`src/sv/dam_pkg.sv`:
```
// Package for the decimal accumulator machine.
// Holds opcodes, status codes, sequencer states, divider handshake types
// and the six-digit clamp helpers. No dependencies.
`default_nettype none
package dam_pkg;

    // payload widths
    localparam int DW = 21;
    localparam int MAGW = 20;
    localparam int OPDW = 10;

    localparam int MEM_WORDS_DEF = 250;

    // six-digit limit
    localparam logic signed [42:0] WORD_MAX = 43'sd999999;
    localparam logic signed [42:0] WORD_MIN = -43'sd999999;

    // reciprocal of 1000, scaled by 2**30
    localparam logic [40:0] RECIP_K = 41'd1073742;
    localparam int RECIP_S = 30;

    // item commands
    localparam logic [1:0] OP_WRITE = 2'd0;
    localparam logic [1:0] OP_EXEC = 2'd1;
    localparam logic [1:0] OP_SUPPLY = 2'd2;

    // opcodes
    localparam logic [OPDW-1:0] OPC_READ = 10'd10;
    localparam logic [OPDW-1:0] OPC_PRINT = 10'd11;
    localparam logic [OPDW-1:0] OPC_LOAD = 10'd20;
    localparam logic [OPDW-1:0] OPC_STORE = 10'd21;
    localparam logic [OPDW-1:0] OPC_ADD = 10'd30;
    localparam logic [OPDW-1:0] OPC_SUB = 10'd31;
    localparam logic [OPDW-1:0] OPC_DIV = 10'd32;
    localparam logic [OPDW-1:0] OPC_MUL = 10'd33;
    localparam logic [OPDW-1:0] OPC_BR = 10'd40;
    localparam logic [OPDW-1:0] OPC_BRNEG = 10'd41;
    localparam logic [OPDW-1:0] OPC_BRZERO = 10'd42;
    localparam logic [OPDW-1:0] OPC_HALT = 10'd43;

    // status codes
    localparam logic [2:0] ST_OK = 3'd0;
    localparam logic [2:0] ST_HALT = 3'd1;
    localparam logic [2:0] ST_WAIT = 3'd2;
    localparam logic [2:0] ST_DIVZ = 3'd3;
    localparam logic [2:0] ST_ADDR = 3'd4;
    localparam logic [2:0] ST_SAT = 3'd5;
    localparam logic [2:0] ST_UNEXP = 3'd6;

    typedef enum logic [3:0] {
        S_CLEAR,
        S_IDLE,
        S_FETCH,
        S_DEC1,
        S_DEC2,
        S_OPER,
        S_DATA,
        S_MUL,
        S_DIV,
        S_DONE
    } t_state;

    typedef struct packed {
        logic start;
        logic [MAGW-1:0] dividend;
        logic [MAGW-1:0] divisor;
    } t_div_req;

    typedef struct packed {
        logic done;
        logic [MAGW-1:0] quo;
    } t_div_rsp;

    // clamp to six digits
    function automatic logic signed [DW-1:0] f_clamp(input logic signed [42:0] v);
        if (v > WORD_MAX) begin
            return DW'(WORD_MAX);
        end else if (v < WORD_MIN) begin
            return DW'(WORD_MIN);
        end
        return DW'(v);
    endfunction

    function automatic logic f_over(input logic signed [42:0] v);
        return (v > WORD_MAX) || (v < WORD_MIN);
    endfunction

endpackage
`default_nettype wire

```
`src/sv/dam_div.sv`:
```
// Restoring divider on magnitudes, one quotient bit per cycle.
// Depends on dam_pkg for the request and response types.
`default_nettype none
module dam_div (
    input  wire                 i_clk,
    input  wire                 i_rst_n,
    input  dam_pkg::t_div_req   i_req,
    output dam_pkg::t_div_rsp   o_rsp
);
    import dam_pkg::*;

    localparam int CW = $clog2(MAGW);

    logic [MAGW-1:0] r_rem, n_rem;
    logic [MAGW-1:0] r_quo, n_quo;
    logic [MAGW-1:0] r_den;
    logic [CW-1:0]   r_cnt;
    logic            r_busy;
    logic            r_done;
    logic [MAGW:0]   shifted;
    logic [MAGW:0]   diff;

    // one restoring step
    always_comb begin
        shifted = {r_rem, r_quo[MAGW-1]};
        diff = shifted - {1'b0, r_den};
        if (!diff[MAGW]) begin
            n_rem = diff[MAGW-1:0];
            n_quo = {r_quo[MAGW-2:0], 1'b1};
        end else begin
            n_rem = shifted[MAGW-1:0];
            n_quo = {r_quo[MAGW-2:0], 1'b0};
        end
    end

    // control
    always_ff @(posedge i_clk) begin
        if (!i_rst_n) begin
            r_busy <= 1'b0;
            r_done <= 1'b0;
            r_cnt <= '0;
        end else if (i_req.start) begin
            r_busy <= 1'b1;
            r_done <= 1'b0;
            r_cnt <= '0;
        end else if (r_busy) begin
            r_cnt <= r_cnt + 1'b1;
            if (r_cnt == CW'(MAGW - 1)) begin
                r_busy <= 1'b0;
                r_done <= 1'b1;
            end
        end
    end

    // datapath
    always_ff @(posedge i_clk) begin
        if (i_req.start) begin
            r_rem <= '0;
            r_quo <= i_req.dividend;
            r_den <= i_req.divisor;
        end else if (r_busy) begin
            r_rem <= n_rem;
            r_quo <= n_quo;
        end
    end

    assign o_rsp.done = r_done;
    assign o_rsp.quo = r_quo;
endmodule
`default_nettype wire

```
`config.mk`:
```
export PLATFORM = sky130hd
export DESIGN_NAME = dam_div
export DESIGN_NICKNAME = d
export VERILOG_FILES = /design/src/sv/dam_pkg.sv /design/src/sv/dam_div.sv
export SDC_FILE = /design/constraint.sdc
export NUM_CORES = 1
export LEC_CHECK = 0
export ABC_AREA = 0
export ABC_CLOCK_PERIOD_IN_PS = 6300
export BUFFER_PORTS_ARGS = -buffer_cell sky130_fd_sc_hd__buf_2
export CAP_MARGIN = 5
export CORE_ASPECT_RATIO = 2
export CORE_MARGIN = 2
export CORE_UTILIZATION = 61
export CTS_BUF_LIST = sky130_fd_sc_hd__clkbuf_4 sky130_fd_sc_hd__clkbuf_8 sky130_fd_sc_hd__clkbuf_16
export CTS_CLUSTER_SIZE = 12
export DETAILED_ROUTE_END_ITERATION = 12
export GPL_TIMING_DRIVEN = 0
export MAX_ROUTING_LAYER = met4
export PLACE_DENSITY = 0.95
export SETUP_SLACK_MARGIN = 0.3
export SLEW_MARGIN = 20
export SYNTH_ARGS = -nofsm -noshare
export SYNTH_HDL_FRONTEND = slang
export SYNTH_SLANG_ARGS = --single-unit
```
`constraint.sdc`:
```
create_clock -name i_clk -period 6.3 [get_ports i_clk]
set_clock_uncertainty 0.1 [all_clocks]
set_input_delay 1.26 -clock i_clk [delete_from_list [all_inputs] [get_ports i_clk]]
set_output_delay 1.26 -clock i_clk [all_outputs]
set_load 0.1 [all_outputs]
```
==> reports/qor.yml, run 1 <==
critical_path:
  path_class: "flop to flop"
  critPathLaunchType: "flop"
  critPathMaxStageDelay_ns: 0.59
  r2r_slack_ns: 2.92
  critPathMaxFanout: 10
  end_kind: "flop"
  crit_arrival_ns: 3.46
  cp_slowest_cell: "a211oi_4"
  required_ns: 6.39
  path_cells: "inv_1 > ha_1 > fa_1 > and2b_1 > o2111ai_1 > a21oi_1 > o21ai_1 > a211oi_4 > buf_8 > mux2i_1 > a211oi_1"
clocking:
  clk_pin_slew_ns: 0.06
  cts_buffers: 9
  cts.sinks: 67
  root_buffer: "clkbuf_16"
  htreeDepth: 3
  cts_tree: "done"
  clkLatencyLatePin_ns: 0.34
  cts.path.max_buffers: 2
  cts_setup_buffers: 0
  post_cts_resized: 0
  cts_hold_buf: 0
run:
  maxCapViolCount: 0
floorplan:
  rows: 41
  num_io_pins: 64
  die-area_um2: 7030
  die_x_um: 60.3
  die-height_um: 117
  initial_core_util: 0.622
  fp.coreArea_um2: 6210
synthesis:
  synth_area_um2: 3860
  synth_cells: 376
  synth_async_sr_flop_share: 0
  yosysWarnings: 0
  synth.top_cells.by_area: "edfxtp_1, dfxtp_1, ha_1, mux2_2, mux2i_1"
  synth_nets: 441
  synth_seq_cells: 67
  avgSynthCellArea_um2: 10.3
  synth_edf_count: 40
  ys_types: 57
  synth_ff_type: "edfxtp_1"
  synth.yosys.seq_area_share: 0.451
  yosys.area.top_type: "edfxtp_1"
  synth_top_cell_area_share: 0.311
layout:
  final_cell_mix: "buf_2, edfxtp_1, nor2_1"
  insertedDiodeCount: 0
  layout-drive-gt1-share: 0.253
  nNetsFinal: 515
  synthToLayoutAreaGrowth_pct: 18.9
  mostFrequentLayoutCell: "buf_2"
timing:
  finalSetupViolCount: 0
  max_slew_margin: 0.240
  hold_slack_ns: 0.384
  tns_ns: 0
  finalHoldViolations: 0
  min_period_ns: 3.38
  clock.fmax_ghz: 0.296
  fin_crit_sh: 0.536
  rsz0062_at_grt: "no"
  drv_slew: 0
  worst_pin_slew_ns: 1.13
grt:
  antenna_found_initial: 0
  grt_max_degree: 22
  grt_pass1_wl_mm: 14.8
  gr-usage-met3: 0.0731
  grt.total_usage: 0.296
  use_met2: 0.470
  overflow: 0
  met1_usage: 0.338
  grt-busiest-layer: "met2"
  grt_pass1_vias: 3147
hold_path:
  min_path_type: "flop to flop"
placement:
  place.gp.congestion: 0.945
  dp_hpwl_mm: 6.21
  port-buffer-count: 63
power_and_ir_drop:
  p_leak_nw: 1.92
  peakVddDrop_v: 0.000288
  p_per_area_nw_per_um2: 313
route:
  firstDrtPassIters: 5
  drt_iter0_drc: 209
  vias_per_cell: 5.98
  drc: 0
  num_vias: 3236
  wire_per_inst_um: 17.0
  antenna_left: 0
  wl_mm: 9.19
run_status:
  status: "finished clean"
state kept, by name (all words and copies together) (netlist names):
register	count
r_busy	1
r_cnt	5
r_den	20
r_done	1
r_quo	20
r_rem	20
worst paths after layout:
path,cells after the start,startpoint,endpoint
worst max-delay path,11,r_quo[19],r_rem[16]
worst min-delay path,1,r_done,r_done
worst max register to register,11,r_quo[19],r_rem[16]
worst min register to register,1,r_done,r_done
per-stage QoR:
stage / cells / worst slack (ns) / utilization / cell area (um2) / total power [W]
6_report: 541 / 2.92 / 0.740 / 4600 / 0.00144
4_1_cts: 541 / 2.95 / 0.740 / 4600 / 0.00144
2_1_floorplan: 376 / 2.75 / - / 3860 / 0.000842
3_5_place_dp: 525 / 2.99 / 0.691 / 4290 / 0.000924
5_1_grt: 541 / 2.69 / 0.740 / 4600 / 0.00150
3_3_place_gp: 525 / 3.02 / 0.691 / 4290 / 0.000908
power breakdown:
group	total, W	leakage (nW)	switching, W	internal, W
registers	0.000528	0.619	0.0000214	0.000507
clock network	0.000512	0.149	0.000200	0.000313
logic	0.000400	1.15	0.000269	0.000131
cell usage after synthesis (2+ instances only):
cell / number
a21oi_1: 20
buf_4: 3
nand3_1: 9
a21o_1: 7
buf_6: 2
clkbuf_1: 10
inv_1: 27
nand2_1: 27
mux2i_1: 15
nor2b_1: 3
o311ai_0: 3
ha_1: 21
edfxtp_1: 40
nor3_1: 3
a311oi_1: 2
o21a_1: 5
buf_2: 3
nand2b_1: 4
or3_1: 3
xor2_1: 10
nor2_1: 35
and2_1: 3
nand4_1: 8
mux2_2: 19
o211ai_1: 5
o31ai_1: 3
a31oi_1: 2
a211oi_1: 14
xnor2_1: 8
o21ai_0: 9
dfxtp_1: 27
area by class of cell:
cell class	count	area [um2]
clock inverters	7	83.8
fillers	414	1610
inverters	27	101
repair buffers	63	315
flip-flops and latches	67	1740
well taps	86	108
plain buffers	20	118
multi-input cells	262	1900
clock buffers	9	225
cell families after synthesis:
logic type / count (synthesis) / synth area share
and+or+nand+nor: 101 / 0.123
AOI/OAI and AO/OA: 87 / 0.162
DFF: 67 / 0.451
buffers and inverters: 47 / 0.0567
muxes: 34 / 0.0942
adders and majority gates: 22 / 0.0732
xor gates and xnor gates: 18 / 0.0408
routing by layer:
layer	wire, um	vias to the layer above
met4	329	0
met3	573	32
li1	-	1523
met2	4740	153
met5	0	-
met1	3550	1528
critical path, delay by kind of cell, from the launching register on:
family | cells | cell delay, ns
compound gates | 5 | 1.30
fa+ha+maj | 2 | 0.63
flops | 1 | 0.38
buf+inv | 2 | 0.32
mux | 1 | 0.25
simple gates | 1 | 0.24
No activity file was read; power rests on OpenSTA's default activity.
==> inputs of run 2 (changes only) <==
--- a/config.mk
+++ b/config.mk
@@ -6,18 +6,18 @@
 export NUM_CORES = 1
 export LEC_CHECK = 0
 export ABC_AREA = 0
-export ABC_CLOCK_PERIOD_IN_PS = 6300
+export ABC_CLOCK_PERIOD_IN_PS = 2700
 export BUFFER_PORTS_ARGS = -buffer_cell sky130_fd_sc_hd__buf_2
 export CAP_MARGIN = 5
 export CORE_ASPECT_RATIO = 2
 export CORE_MARGIN = 2
-export CORE_UTILIZATION = 61
+export CORE_UTILIZATION = 51
 export CTS_BUF_LIST = sky130_fd_sc_hd__clkbuf_4 sky130_fd_sc_hd__clkbuf_8 sky130_fd_sc_hd__clkbuf_16
 export CTS_CLUSTER_SIZE = 12
 export DETAILED_ROUTE_END_ITERATION = 12
 export GPL_TIMING_DRIVEN = 0
 export MAX_ROUTING_LAYER = met4
-export PLACE_DENSITY = 0.95
+export PLACE_DENSITY = 0.87
 export SETUP_SLACK_MARGIN = 0.3
 export SLEW_MARGIN = 20
 export SYNTH_ARGS = -nofsm -noshare
==> constraint.sdc (replaced) <==
create_clock -name i_clk -period 2.7 [get_ports i_clk]
set_clock_uncertainty 0.1 [all_clocks]
set_input_delay 0.54 -clock i_clk [delete_from_list [all_inputs] [get_ports i_clk]]
set_output_delay 0.54 -clock i_clk [all_outputs]
set_load 0.1 [all_outputs]
==> run 2 against run 1 <==
  * The flow now finishes with violations (setup timing)
  * Fmax increased by 22%
  * Power increased by 140%
  * Final cell count up 3.3%
  * Sequential power grew 130%
  * Design area rose by 6.5%
  * Combinational power grew to 2.6 times the previous value
  * Wire length increased by 7.8%
  * Clock-buffer cell count is 4 higher
  * Worst hold slack got worse by 0.11 ns
  * Sequential cell count unchanged
  * Clock power is 130% higher
  * Critical endpoint is now r_rem[9]
==> reports/qor.yml, run 2 (synthesis gave the netlist of run 1 again) <==
clocking:
  clk_pin_slew_ns: 0.05
  root_buffer: "clkbuf_16"
  htreeDepth: 3
  clkLatencyLatePin_ns: 0.33
  cts_hold_buf: 0
  cts_buffers: 9
  cts_tree: "done"
  cts.sinks: 67
  cts.path.max_buffers: 2
layout:
  final_cell_mix: "buf_2, edfxtp_1, nor2_1, inv_1, dfxtp_1"
  mostFrequentLayoutCell: "buf_2"
  synthToLayoutAreaGrowth_pct: 26.7
  insertedDiodeCount: 0
  final_core_util: 0.668
  layout-drive-gt1-share: 0.328
  nNetsFinal: 527
  top_regs: "r_den (20), r_quo (20), r_rem (20)"
critical_path:
  critPathLaunchType: "flop"
  ff2ff_path_depth: 11
  r2r_slack_ns: -0.06
  required_ns: 2.79
  rr_endpoint: "r_rem[9]"
  end_kind: "flop"
  path_cells: "ha_2 > fa_2 > and2b_1 > o2111ai_2 > a21oi_2 > o21ai_2 > a211oi_4 > buf_6 > buf_16 > mux2i_2 > a211oi_2"
  path_class: "flop to flop"
  reg2reg_from: "r_den[0]"
  critPathMaxFanout: 5
  crit_arrival_ns: 2.85
  cp_slowest_cell: "edfxtp_1"
  critPathMaxStageDelay_ns: 0.37
placement:
  dp_hpwl_mm: 6.94
  port-buffer-count: 63
  post-place-ws_ns: -0.368
  place.gp.congestion: 0.909
grt:
  grt_pass1_vias: 3476
  overflow: 0
  antenna_found_initial: 0
  grt_pass1_wl_mm: 16.0
  grt_max_degree: 22
  grt.total_usage: 0.260
floorplan:
  num_io_pins: 64
  die-area_um2: 8330
  initial_core_util: 0.528
  fp.coreArea_um2: 7320
  rows: 44
  die_x_um: 65.5
  die-height_um: 127
timing:
  fin_crit_sh: 1.02
  worst_pin_slew_ns: 0.659
  min_period_ns: 2.76
  clock.fmax_ghz: 0.363
  rsz0062_at_grt: "yes"
  finalHoldViolations: 0
  drv_slew: 0
  max_slew_margin: 0.561
  tns_ns: -0.439
  finalSetupViolCount: 15
  fin_ws_ns: -0.0575
route:
  num_vias: 3294
  wire_per_inst_um: 17.7
  wl_mm: 9.91
  vias_per_cell: 5.89
  antenna_left: 0
  drc: 0
  firstDrtPassIters: 5
  drt_iter0_drc: 135
hold_path:
  min_path_type: "primary input to flop"
  hold-path-endpoint: "r_den[19]"
  min-delay-start: "i_req[19]"
  hold_path_depth: 1
power_and_ir_drop:
  p_leak_nw: 2.05
  peakVddDrop_v: 0.000525
  p_per_area_nw_per_um2: 708
run_status:
  status: "finished with violations"
  violations: "setup timing"
run:
  maxCapViolCount: 0
[run 2: changes by cell type in the layout (fill, tap and decap cells not counted), sizes merged]
cell      previous run  this run
buf                 72        84
clkinvlp             1         0
inv                 30        27
clkbuf              20        24
[run 2: stage by stage]
step	power [W]	instance area, um2	instances	hold slack, ns
after floorplan	0.00197	3900	376	0.359
after global placement	0.00214	4330	531	0.372
after detailed placement	0.00217	4330	531	0.374
after CTS	0.00343	4830	557	0.271
after global routing	0.00359	4890	559	0.276
final	0.00347	4890	559	0.278
[run 2: area by class of cell]
cell class | count | area [um2]
clock buffers | 13 | 262
repair buffers | 75 | 453
inverters | 27 | 101
multi-input cells | 262 | 2050
clock inverters | 3 | 40.0
plain buffers | 20 | 128
well taps | 92 | 115
fillers | 532 | 2430
flip-flops and latches | 67 | 1740
[run 2: critical path: cells and delay by family, from the launching register on]
family	cells	cell delay, ns
buf+inv	2	0.31
compound gates	5	0.83
mux	1	0.21
simple gates	1	0.24
fa+ha+maj	2	0.53
flops	1	0.37
[run 2: how the worst max path moves through the flow]
stage | endpoint | cells after the start | start
finish | r_rem[9] | 11 | r_den[0]
global route | r_rem[10] | 11 | r_den[0]
CTS | r_rem[12] | 11 | r_den[0]
detailed placement | r_rem[12] | 11 | r_quo[19]
global placement | r_rem[11] | 11 | r_quo[19]
floorplan | r_rem[18] | 11 | r_quo[19]
[run 2: power breakdown]
group          internal (W)  switching, W  total [W]
logic              0.000375      0.000671    0.00105
registers           0.00118     0.0000524    0.00124
clock network      0.000767      0.000419    0.00119
[run 2: timing repair]
action | in CTS | in global routing
pin swaps | 11 | 11
cloned | 1 | 0
endpoints found under the setup margin | 21 | 41
setup buffers | 9 | 2
resized for setup | 20 | 12
[run 2: per-layer routing]
metal | wire length (um) | share of wire | up-vias | GRT usage
li1 | - | - | 1544 | -
met1 | 3420 | 0.35 | 1570 | 0.239
met2 | 5510 | 0.56 | 130 | 0.474
met3 | 423 | 0.043 | 50 | 0.0467
met4 | 555 | 0.056 | 0 | 0.163
met5 | 0 | 0 | - | -
==> inputs of run 3 (changes only) <==
--- a/config.mk
+++ b/config.mk
@@ -18,7 +18,7 @@
 export GPL_TIMING_DRIVEN = 0
 export MAX_ROUTING_LAYER = met4
 export PLACE_DENSITY = 0.87
-export SETUP_SLACK_MARGIN = 0.3
+export SETUP_SLACK_MARGIN = 0.05
 export SLEW_MARGIN = 20
 export SYNTH_ARGS = -nofsm -noshare
 export SYNTH_HDL_FRONTEND = slang
==> run 3 against run 2 <==
  * The flow still finishes with violations (setup timing)
  * Clock-buffer cell count is the same
  * Die area is the same
  * Fmax shrank 6.6%
  * Final cell count grew 0.54%
  * Wire length grew 7.6%
  * Clock power is essentially flat
  * Critical path depth is the same
  * Sequential power is essentially flat
  * Worst hold slack lost 0.0016 ns
  * Non-clock buffer count grew 3
  * Sequential cell count is the same
  * Combinational power is essentially flat
  * Critical path type unchanged
==> reports/qor.yml, run 3 (synthesis gave the netlist of run 1 again) <==
clocking:
  clkLatencyLatePin_ns: 0.34
  cts_tree: "done"
  clk_pin_slew_ns: 0.05
  cts_hold_buf: 0
  root_buffer: "clkbuf_16"
  cts.sinks: 67
  cts_buffers: 9
  htreeDepth: 3
  cts.path.max_buffers: 2
placement:
  dp_hpwl_mm: 6.94
  post-place-ws_ns: -0.368
  place.gp.congestion: 0.909
  port-buffer-count: 63
grt:
  grt_max_degree: 22
  grt.total_usage: 0.257
  antenna_found_initial: 0
  grt_pass1_vias: 3431
  grt_pass1_wl_mm: 15.7
  overflow: 0
floorplan:
  rows: 44
  initial_core_util: 0.528
  die-height_um: 127
  die-area_um2: 8330
  num_io_pins: 64
  die_x_um: 65.5
  fp.coreArea_um2: 7320
layout:
  top_regs: "r_den (20), r_quo (20), r_rem (20)"
  final_cell_mix: "buf_2, edfxtp_1, nor2_1, inv_1, dfxtp_1"
  layout-drive-gt1-share: 0.334
  synthToLayoutAreaGrowth_pct: 27.9
  insertedDiodeCount: 0
  mostFrequentLayoutCell: "buf_2"
  nNetsFinal: 530
timing:
  fin_ws_ns: -0.252
  finalHoldViolations: 0
  drv_slew: 0
  hold_slack_ns: 0.276
  min_period_ns: 2.95
  worst_pin_slew_ns: 0.818
  tns_ns: -3.04
  fin_crit_sh: 1.09
  rsz0062_at_grt: "yes"
  clock.fmax_ghz: 0.339
  finalSetupViolCount: 21
  max_slew_margin: 0.453
critical_path:
  critPathLaunchType: "flop"
  end_kind: "flop"
  r2r_slack_ns: -0.25
  path_class: "flop to flop"
  startpoint: "r_den[0]"
  ff2ff_path_depth: 11
  rr_endpoint: "r_rem[2]"
  required_ns: 2.78
  reg2reg_from: "r_den[0]"
  critPathMaxFanout: 6
  crit_arrival_ns: 3.03
power_and_ir_drop:
  total_power_w: 0.00351
  p_leak_nw: 2.06
  peakVddDrop_v: 0.000512
  p_per_area_nw_per_um2: 710
route:
  wl_mm: 10.7
  firstDrtPassIters: 4
  vias_per_cell: 5.99
  antenna_left: 0
  drc: 0
  wire_per_inst_um: 19.0
  drt_iter0_drc: 166
  num_vias: 3367
run_status:
  violations: "setup timing"
  status: "finished with violations"
hold_path:
  hold_path_depth: 1
  min-delay-start: "i_req[18]"
  hold-path-endpoint: "r_den[18]"
  min_path_type: "primary input to flop"
run:
  maxCapViolCount: 0
run 3: per-stage QoR:
step | area [um2] | util | std cells
floorplan | 3900 | - | 376
global placement | 4330 | 0.591 | 531
detailed placement | 4330 | 0.591 | 531
CTS | 4780 | 0.653 | 556
global route | 4940 | 0.675 | 562
finish | 4940 | 0.675 | 562
run 3: timing repair:
item                       CTS  global route
buffers inserted             8             5
setup endpoints to repair   21            21
resized for setup           13            20
pin swaps                    8            14
cloned                       1             1
run 3: layout make-up:
cell class / instances / area [um2]
repair buffers: 78 / 497
clock inverters: 3 / 40.0
plain buffers: 20 / 126
well taps: 92 / 115
clock buffers: 13 / 262
multi-input cells: 262 / 2060
inverters: 27 / 101
flip-flops and latches: 67 / 1740
fillers: 519 / 2380
run 3: worst max-delay path by stage:
stage	endpoint	slack [ns]	depth (start not counted)
finish	r_rem[2]	-0.25	11
global route	r_rem[2]	-0.28	11
CTS	r_rem[12]	-0.008	11
detailed placement	r_rem[12]	-0.37	11
global placement	r_rem[11]	-0.32	11
floorplan	r_rem[18]	-0.71	11
run 3: power breakdown:
part	internal [W]	switching [W]
combinational	0.000392	0.000690
sequential	0.00118	0.0000545
clock	0.000767	0.000423
total	0.00234	0.00117
run 3: critical path, stage by stage (launching register included):
cell	delay (ns)
edfxtp_1	0.41
ha_2	0.23
fa_2	0.35
and2b_1	0.24
o2111ai_2	0.16
a21oi_2	0.24
o21ai_2	0.10
a211oi_4	0.28
buf_6	0.20
buf_6	0.10
mux2i_1	0.24
a211oi_1	0.13
run 3: layer usage:
layer  wire length [um]  GRT usage  up-vias
li1                   -          -     1552
met1               3600      0.235     1592
met2               5910      0.471      170
met3                516     0.0449       53
met4                632      0.159        0
met5                  0          -        -
